==> src/hdl/hmm_mlsp_pkg.sv <==
`default_nettype none
package hmm_mlsp_pkg;

   localparam int MAX_STATES  = 8;
   localparam int MAX_SYMBOLS = 16;
   localparam int MAX_OBS     = 64;
   localparam int PROB_BITS   = 16;

   localparam int SB  = $clog2(MAX_STATES);
   localparam int YB  = $clog2(MAX_SYMBOLS);
   localparam int OB  = $clog2(MAX_OBS);

   localparam logic [1:0] OP_LOAD_TRANS = 2'd0;
   localparam logic [1:0] OP_LOAD_EMIS  = 2'd1;
   localparam logic [1:0] OP_LOAD_INIT  = 2'd2;
   localparam logic [1:0] OP_OBSERVE    = 2'd3;

   localparam logic CSR_NUM_STATES  = 1'b0;
   localparam logic CSR_NUM_SYMBOLS = 1'b1;

   typedef struct packed {
      logic          load;
      logic          issue;
      logic [SB-1:0] p;
      logic [SB-1:0] j;
      logic          lastp;
      logic          init_mode;
      logic [YB-1:0] sym;
      logic          sym_ok;
      logic [OB-1:0] step_idx;
      logic          commit;
      logic [SB-1:0] nlast;
      logic          am_clear;
      logic          am_step;
      logic          bp_rd;
      logic          cur_from_bp;
      logic          path_we;
      logic          path_src_bp;
      logic [OB-1:0] path_idx;
      logic          path_rd;
      logic          rsp_load;
   } cmd_type;

   typedef struct packed {
      logic busy;
   } status_type;

endpackage
`default_nettype wire

==> src/hdl/hmm_mlsp_ctrl.sv <==
`default_nettype none
module hmm_mlsp_ctrl
   import hmm_mlsp_pkg::*;
(
   input  wire logic        clock,
   input  wire logic        reset,
   input  wire logic        req_valid,
   output logic             req_stall,
   input  wire logic [1:0]  req_op,
   input  wire logic [3:0]  req_symbol,
   input  wire logic        req_last,
   output logic             rsp_valid,
   input  wire logic        rsp_stall,
   output logic             rsp_last_of_path,
   input  wire logic        csr_we,
   input  wire logic        csr_index,
   input  wire logic [4:0]  csr_wdata,
   input  wire status_type  status,
   output cmd_type          cmd
);

   localparam logic [3:0] S_IDLE   = 4'd0;
   localparam logic [3:0] S_RUN    = 4'd1;
   localparam logic [3:0] S_DRAIN  = 4'd2;
   localparam logic [3:0] S_COMMIT = 4'd3;
   localparam logic [3:0] S_AMAX   = 4'd4;
   localparam logic [3:0] S_AWR    = 4'd5;
   localparam logic [3:0] S_BRD    = 4'd6;
   localparam logic [3:0] S_BWR    = 4'd7;
   localparam logic [3:0] S_ERD    = 4'd8;
   localparam logic [3:0] S_ELD    = 4'd9;
   localparam logic [3:0] S_EHOLD  = 4'd10;

   logic [3:0]    state_ff, state_in;
   logic [3:0]    num_states_ff;
   logic [4:0]    num_symbols_ff;
   logic [OB:0]   step_ff, step_in;
   logic [SB-1:0] p_ff, p_in, j_ff, j_in, nlast;
   logic [OB-1:0] t_ff, t_in, len_m1;
   logic [YB-1:0] sym_ff;
   logic          last_ff, init_ff, valid_ff, valid_in, rlast_ff, rlast_in;
   logic [4:0]    nsym;
   logic          accept, lastp;

   assign req_stall = (state_ff != S_IDLE);
   assign accept    = req_valid && !req_stall;
   assign rsp_valid = valid_ff;
   assign rsp_last_of_path = rlast_ff;

   always_comb begin
      if (num_states_ff == '0) nlast = '0;
      else if (num_states_ff > 4'(MAX_STATES)) nlast = SB'(MAX_STATES - 1);
      else nlast = SB'(num_states_ff - 4'd1);
      if (num_symbols_ff == '0) nsym = 5'd1;
      else if (num_symbols_ff > 5'(MAX_SYMBOLS)) nsym = 5'(MAX_SYMBOLS);
      else nsym = num_symbols_ff;
   end

   assign lastp  = init_ff || (p_ff == nlast);
   assign len_m1 = OB'(step_ff - 1'b1);

   always_ff @(posedge clock) begin
      if (reset) begin
         num_states_ff  <= 4'(MAX_STATES);
         num_symbols_ff <= 5'(MAX_SYMBOLS);
      end else if (csr_we) begin
         unique case (csr_index)
            CSR_NUM_STATES:  num_states_ff  <= csr_wdata[3:0];
            CSR_NUM_SYMBOLS: num_symbols_ff <= csr_wdata;
            default: ;
         endcase
      end
   end

   always_ff @(posedge clock) begin
      if (accept) begin
         sym_ff  <= req_symbol;
         last_ff <= req_last;
         init_ff <= (step_ff == '0);
      end
   end

   always_comb begin
      state_in = state_ff;
      step_in  = step_ff;
      p_in     = p_ff;
      j_in     = j_ff;
      t_in     = t_ff;
      valid_in = valid_ff;
      rlast_in = rlast_ff;
      unique case (state_ff)
         S_IDLE: if (accept && req_op == OP_OBSERVE) begin
            p_in = '0;
            j_in = '0;
            if (step_ff < (OB+1)'(MAX_OBS)) state_in = S_RUN;
            else if (req_last) state_in = S_AMAX;
         end
         S_RUN: begin
            if (lastp) begin
               p_in = '0;
               if (j_ff == nlast) state_in = S_DRAIN;
               else j_in = j_ff + 1'b1;
            end else begin
               p_in = p_ff + 1'b1;
            end
         end
         S_DRAIN: if (!status.busy) state_in = S_COMMIT;
         S_COMMIT: begin
            step_in  = step_ff + 1'b1;
            state_in = last_ff ? S_AMAX : S_IDLE;
         end
         S_AMAX: begin
            if (p_ff == nlast) state_in = S_AWR;
            else p_in = p_ff + 1'b1;
         end
         S_AWR: begin
            t_in     = len_m1;
            state_in = (len_m1 == '0) ? S_ERD : S_BRD;
         end
         S_BRD: state_in = S_BWR;
         S_BWR: begin
            t_in     = t_ff - 1'b1;
            state_in = (t_ff == OB'(1)) ? S_ERD : S_BRD;
         end
         S_ERD: state_in = S_ELD;
         S_ELD: begin
            valid_in = 1'b1;
            rlast_in = (t_ff == len_m1);
            state_in = S_EHOLD;
         end
         S_EHOLD: if (!rsp_stall) begin
            valid_in = 1'b0;
            if (t_ff == len_m1) begin
               step_in  = '0;
               state_in = S_IDLE;
            end else begin
               t_in     = t_ff + 1'b1;
               state_in = S_ERD;
            end
         end
         default: state_in = S_IDLE;
      endcase
   end

   always_ff @(posedge clock) begin
      if (reset) begin
         state_ff <= S_IDLE;
         step_ff  <= '0;
         p_ff     <= '0;
         j_ff     <= '0;
         t_ff     <= '0;
         valid_ff <= 1'b0;
         rlast_ff <= 1'b0;
      end else begin
         state_ff <= state_in;
         step_ff  <= step_in;
         p_ff     <= p_in;
         j_ff     <= j_in;
         t_ff     <= t_in;
         valid_ff <= valid_in;
         rlast_ff <= rlast_in;
      end
   end

   always_comb begin
      cmd             = '0;
      cmd.load        = accept && req_op != OP_OBSERVE;
      cmd.issue       = (state_ff == S_RUN);
      cmd.p           = p_ff;
      cmd.j           = j_ff;
      cmd.lastp       = lastp;
      cmd.init_mode   = init_ff;
      cmd.sym         = sym_ff;
      cmd.sym_ok      = ({1'b0, sym_ff} < nsym);
      cmd.step_idx    = step_ff[OB-1:0];
      cmd.commit      = (state_ff == S_COMMIT);
      cmd.nlast       = nlast;
      cmd.am_clear    = (state_ff == S_IDLE) || (state_ff == S_COMMIT);
      cmd.am_step     = (state_ff == S_AMAX);
      cmd.bp_rd       = (state_ff == S_BRD);
      cmd.cur_from_bp = (state_ff == S_BWR);
      cmd.path_we     = (state_ff == S_AWR) || (state_ff == S_BWR);
      cmd.path_src_bp = (state_ff == S_BWR);
      cmd.path_idx    = (state_ff == S_AWR) ? len_m1 :
                        (state_ff == S_BWR) ? OB'(t_ff - 1'b1) : t_ff;
      cmd.path_rd     = (state_ff == S_ERD);
      cmd.rsp_load    = (state_ff == S_ELD);
   end

endmodule
`default_nettype wire

==> config.mk <==
export PLATFORM = sky130hd
export DESIGN_NAME = hmm_mlsp_ctrl
export DESIGN_NICKNAME = d
export VERILOG_FILES = /design/src/hdl/hmm_mlsp_pkg.sv /design/src/hdl/hmm_mlsp_ctrl.sv
export SDC_FILE = /design/constraint.sdc
export NUM_CORES = 1
export LEC_CHECK = 0
export ABC_CLOCK_PERIOD_IN_PS = 2700
export BUFFER_PORTS_ARGS = -buffer_cell sky130_fd_sc_hd__buf_2
export CAP_MARGIN = 20
export CORE_MARGIN = 2
export CORE_UTILIZATION = 56
export DETAILED_ROUTE_END_ITERATION = 7
export HOLD_SLACK_MARGIN = 0.03
export PLACE_DENSITY = 0.84
export SYNTH_ARGS = -nofsm -noshare
export SYNTH_HDL_FRONTEND = slang
export SYNTH_SLANG_ARGS = --single-unit
export TNS_END_PERCENT = 30
==> constraint.sdc <==
create_clock -name clock -period 2.7 [get_ports clock]
set_input_delay 0.135 -clock clock [delete_from_list [all_inputs] [get_ports clock]]
set_output_delay 0.135 -clock clock [all_outputs]
set_load 0.1 [all_outputs]
==> flow_summary.ini, run 1 <==
[setup_path]
cp_slowest_cell = or4_4
path_max_fanout = 9
reg2reg_slack_ns = 0.11
crit_path_max_incr_delay_ns = 0.56
arrival_ns = 2.46
cp-start-kind = register
end_kind = output port
critPathRequiredTime_ns = 2.57
crit_chain = or4_4, nor3_1, or2_2, o21ai_0, o21ai_1, buf_2
critPathKind = reg2out

[detailed_routing]
via_per_inst = 5.90
drc = 0
drtIter0Drc = 154
routedWlPerCell_um = 14.7
drtAntennaViolNets = 0
drt_pre_antenna_iters = 4
num_vias = 3019
wl_mm = 7.51

[yosys]
synth_compound_area_share_pct = 23.3
synth_mux_area_share_pct = 2.65
synthSimpleGateAreaFrac_pct = 25.6
ys_seq_area_share_pct = 28.5
yosysUniqueCellTypes = 70
syn_inst = 392
synthAdderAreaFrac_pct = 6.08
post-synth-top-count-cell = nand2_1
avgSynthCellArea_um2 = 7.71
synthXorXnorAreaFrac_pct = 5.54
async_flop_share_pct = 0
yosysTopAreaCellShare_pct = 22.5
synth_common_cells = nand2_1, nor2_1, dfxtp_1, a21oi_1, o21ai_0
ys_warn_count = 0
synth_top_family_by_area = simple AND/OR/NAND/NOR gates
synth-seq-cells = 40
synth_edf_count = 6
ys_top_cells_by_area = dfxtp_1, edfxtp_1, ha_1
synthFlopType = dfxtp_1
synth_area_um2 = 3020
synth_fp_nets = 424
synth_top_area_cell = dfxtp_1

[run]
cap_violations = 0

[worst_hold_path]
holdCritPathClass = in2reg

[place]
place_inst = 500
io_buffers = 60
dpl.hpwl_mm = 5.60
placed_cell_area_um2 = 3350
finalWeightedCongestion = 0.916

[sta]
max_freq_mhz = 386
timing.final.max_slew_violations = 0
rsz0062_at_grt = true
relSlewSlack_pct = 60.7
fin_crit_sh_pct = 96.0
period_minus_slack_ns = 2.59
clock_skew_ns = 0.00857
hold_viol_final = 0
tightest_slew_ns = 0.585
finalSetupViolations = 0

[grt]
antenna_found_initial = 0
grt_max_degree = 24
track_usage_pct = 25.5
grt_pass1_wl_mm = 12.6
busiest_layer = met2
grt.overflow.total = 0
use_met2_pct = 44.3
use_met3_pct = 3.60
grt_use_met1_pct = 31.2
grt_pass1_vias = 2829

[cells_and_area]
syn_to_final_growth_pct = 17.3
drive_gt1_share_pct = 22.6
fin_nets = 473
fin_area_um2 = 3550
diodes = 0
final_cells = 512

[cts]
clkTransAtPathRegs_ns = 0.08
cts_tree = done
cts_buffers = 5
insertion_delay_ns = 0.30
cts_max_level = 2
clockBufferDepth = 2
post_cts_buffers = 0
cts-root-buf = clkbuf_8
cts_sinks = 40

[die]
num_io_pins = 61
floorplan.initialDensity_pct = 58.5
die-area_um2 = 6000
die_w_um = 77.5
rows = 26
die_h_um = 77.5
design.core.area_um2 = 5170

[pwr]
p_per_area_nw_per_um2 = 710
p_leak_nw = 1.50
ir_drop_v = 0.000510

[outcome]
status = finished, final reports clean
## area by class of cell
cell class / count / area, µm²
multi-input combinational: 297 / 1960
fill: 419 / 1630
sequential: 40 / 862
timing repair buffer: 75 / 443
clock buffer: 6 / 93.8
tap: 70 / 87.6
inverter: 22 / 85.1
clock inverter: 2 / 15.0
## per-layer routing
metal  vias up  wire, µm
met4         0       139
met5         -         0
met3        12       418
li1       1492         -
met1      1392      3190
met2       123      3770
## report_power, final
group / total, W / switching [W] / internal [W] / leakage [nW]
clock: 0.000464 / 0.000222 / 0.000242 / 0.0573
sequential: 0.000759 / 0.0000837 / 0.000675 / 0.330
combinational: 0.00129 / 0.000989 / 0.000305 / 1.11
total: 0.00252 / 0.00129 / 0.00122 / 1.50
## kinds of logic after synthesis
family          after synthesis
compound gates              106
xor+xnor                     16
simple gates                152
fa+ha+maj                    15
flops                        40
buf+inv                      55
mux                           8
## through the flow
stage / setup WS, ns / power (W) / hold WS, ns / utilization (%) / setup TNS [ns]
6_report: 0.109 / 0.00252 / 0.0380 / 68.6 / 0
5_1_grt: -0.0169 / 0.00264 / 0.0318 / 68.6 / -0.0169
4_1_cts: 0.0649 / 0.00252 / 0.0324 / 67.7 / 0
3_5_place_dp: 0.103 / 0.00205 / 0.314 / 64.8 / 0
3_3_place_gp: 0.253 / 0.00202 / 0.312 / 64.8 / 0
2_1_floorplan: -0.456 / 0.00181 / 0.234 / - / -3.75
## sequential cells by signal, summed over array words and instances, names as in the netlist
register	count
init_ff	1
j_ff	3
last_ff	1
num_states_ff	4
num_symbols_ff	5
p_ff	3
rsp_last_of_path	1
rsp_valid	1
state_ff	4
step_ff	7
sym_ff	4
t_ff	6
## critical path: cells and delay by family (launching register included)
family	cells	cell delay, ns
simple gates	3	1.09
buf+inv	1	0.45
flops	1	0.39
compound gates	2	0.24
## layout by cell type (no fill, tap or decap), drive strengths merged, types with 4 or more instances in the layout
cell type	n
buf	69
nand2	38
nor2	35
dfxtp	34
a21oi	29
o21ai	28
inv	24
nand3	16
nand2b	13
ha	13
nor3	12
xnor2	9
mux2i	8
clkbuf	8
edfxtp	6
xor2	5
or3	5
a221oi	5
nor2b	5
o21bai	4
o21a	4
dlygate4sd3	4
or2	4
nor3b	4
## repair_timing
action | 4_1_cts | 5_1_grt
setup endpoints to repair | 1 | 8
endpoints found under the hold margin | 4 | 0
gates resized for setup | 1 | 10
hold buffers | 4 | 0
## path summary, 6_finish.rpt
path / from / end / cells after the start
worst max register to register: num_states_ff[0] / state_ff[3] / 10
worst min-delay path: req_last / last_ff / 1
worst max-delay path: step_ff[1] / cmd[7] / 6
worst min register to register: rsp_last_of_path / rsp_last_of_path / 2
No activity file was read; power rests on OpenSTA's default activity.
==> run 2: changes to the inputs <==
- CTS_BUF_LIST: unset -> sky130_fd_sc_hd__clkbuf_16
==> run 2 against run 1 <==
  * Total power increased by 7.2%
  * Core utilization rose by 0.80 points
  * Die area is the same
  * Cell count unchanged
  * Wire length is 1.2% higher
  * Critical path type unchanged
  * Sequential share of layout area fell by 0.28 points
  * Highest routed layer unchanged
  * Critical path depth increased by 3
==> flow_summary.ini, run 2 (synthesis gave the netlist of run 1 again) <==
[detailed_routing]
drt_pre_antenna_iters = 5
via_per_inst = 5.89
drc = 0
drtAntennaViolNets = 0
drtIter0Drc = 128
routedWlPerCell_um = 14.9
num_vias = 3014
wl_mm = 7.60

[cts]
clkTransAtPathRegs_ns = 0.06
clockBufferDepth = 2
cts_tree = done
cts_buffers = 5
cts-root-buf = clkbuf_16
cts_max_level = 2
insertion_delay_ns = 0.29
post_cts_buffers = 0
cts_sinks = 40

[sta]
period_minus_slack_ns = 2.59
max_freq_mhz = 386
relSlewSlack_pct = 61.4
tightest_slew_ns = 0.576
fin_crit_sh_pct = 96.0
finalSetupViolations = 0
hold_viol_final = 0
timing.final.max_slew_violations = 0
clock_skew_ns = 0.00445
fin_ws_ns = 0.107

[cells_and_area]
fin_nets = 473
largest_reg_flops = 7
seq_area_um2 = 862
drive_gt1_share_pct = 22.2
multi_input_area_um2 = 1950
regMostFlops = step_ff
fin_area_um2 = 3590
syn_to_final_growth_pct = 18.7
layout_common_cells = buf_2, nand2_1, nor2_1
diodes = 0
fillers = 413
final_common_cell = buf_2
reg_top3 = step_ff: 7 flops, t_ff: 6 flops, num_symbols_ff: 5 flops

[place]
dpl.hpwl_mm = 5.60
pre_cts_ws_ns = 0.103
placed_cell_area_um2 = 3350
finalWeightedCongestion = 0.916
io_buffers = 60

[pwr]
p_int_w = 0.00138
clkPwrFrac_pct = 24.0
power_frac_comb_pct = 47.8
p_per_area_nw_per_um2 = 752
p_seq_share_pct = 28.2
ir_drop_v = 0.000479
power.switching_w = 0.00132
switching_share_pct = 48.8
p_leak_nw = 1.51

[grt]
grt_pass1_vias = 2843
grt.overflow.total = 0
track_usage_pct = 25.6
antenna_found_initial = 0
grt_pass1_wl_mm = 12.7
grt_max_degree = 24

[die]
design.core.area_um2 = 5170
rows = 26
num_io_pins = 61
die-area_um2 = 6000
die_w_um = 77.5
floorplan.initialDensity_pct = 58.5
die_h_um = 77.5

[worst_hold_path]
holdCritPathClass = in2reg

[setup_path]
critPathRequiredTime_ns = 2.57
end_kind = output port
arrival_ns = 2.46
critPathKind = reg2out
path_max_fanout = 10
cp-start-kind = register

[outcome]
status = finished, final reports clean

[run]
cap_violations = 0
-- run 2: power by group through the flow --
stage | Combinational, W | Clock, W | Sequential (W)
2_1_floorplan | 0.000868 | 0 | 0.000944
3_3_place_gp | 0.00126 | 0 | 0.000765
3_5_place_dp | 0.00128 | 0 | 0.000770
4_1_cts | 0.00129 | 0.000657 | 0.000757
5_1_grt | 0.00137 | 0.000684 | 0.000771
6_report | 0.00129 | 0.000648 | 0.000760
-- run 2: through the flow --
step | setup TNS, ns | hold slack (ns) | util (%) | std cells | power, W
floorplan | -3.75 | 0.234 | - | 392 | 0.00181
global route | -0.0192 | 0.0502 | 69.4 | 512 | 0.00282
global placement | 0 | 0.312 | 64.8 | 500 | 0.00202
finish | 0 | 0.0547 | 69.4 | 512 | 0.00270
CTS | 0 | 0.0475 | 68.8 | 512 | 0.00270
detailed placement | 0 | 0.314 | 64.8 | 500 | 0.00205
-- run 2: critical path: stages, from the launching register on --
cell       delay [ns]
dfxtp_1          0.33
inv_1            0.07
ha_2             0.33
buf_4            0.15
nor4bb_2         0.30
o21ai_1          0.13
a2bb2oi_1        0.16
a22o_1           0.23
inv_2            0.06
buf_2            0.42
-- run 2: path summary, 6_finish.rpt --
check | startpoint | cells after the start | end | slack [ns]
min reg2reg | rsp_last_of_path | 2 | rsp_last_of_path | 0.46
max reg2reg | num_states_ff[0] | 10 | state_ff[3] | 0.11
min | req_last | 1 | last_ff | 0.05
max | num_states_ff[0] | 9 | cmd[30] | 0.11
-- run 2: timing repair --
item,CTS,global route
gates resized for setup,1,7
hold endpoints to repair,4,0
setup endpoints to repair,1,6
hold buffers,4,0
-- run 2: final cells by class --
class / instances / area share, %
repair buffers: 75 / 12.3
multi-input cells: 297 / 54.3
clock inverters: 2 / 0.418
clock buffers: 6 / 4.18
flip-flops and latches: 40 / 24.0
inverters: 22 / 2.37
well taps: 70 / 2.44
-- run 2: metal layers --
layer	part of all wire [%]	vias to the layer above	routed length, µm	GRT usage, %
li1	-	1506	-	-
met1	42	1373	3200	31.4
met2	49	120	3760	44.8
met3	6.2	15	475	3.95
met4	2.2	0	167	10.5
met5	0	-	0	0
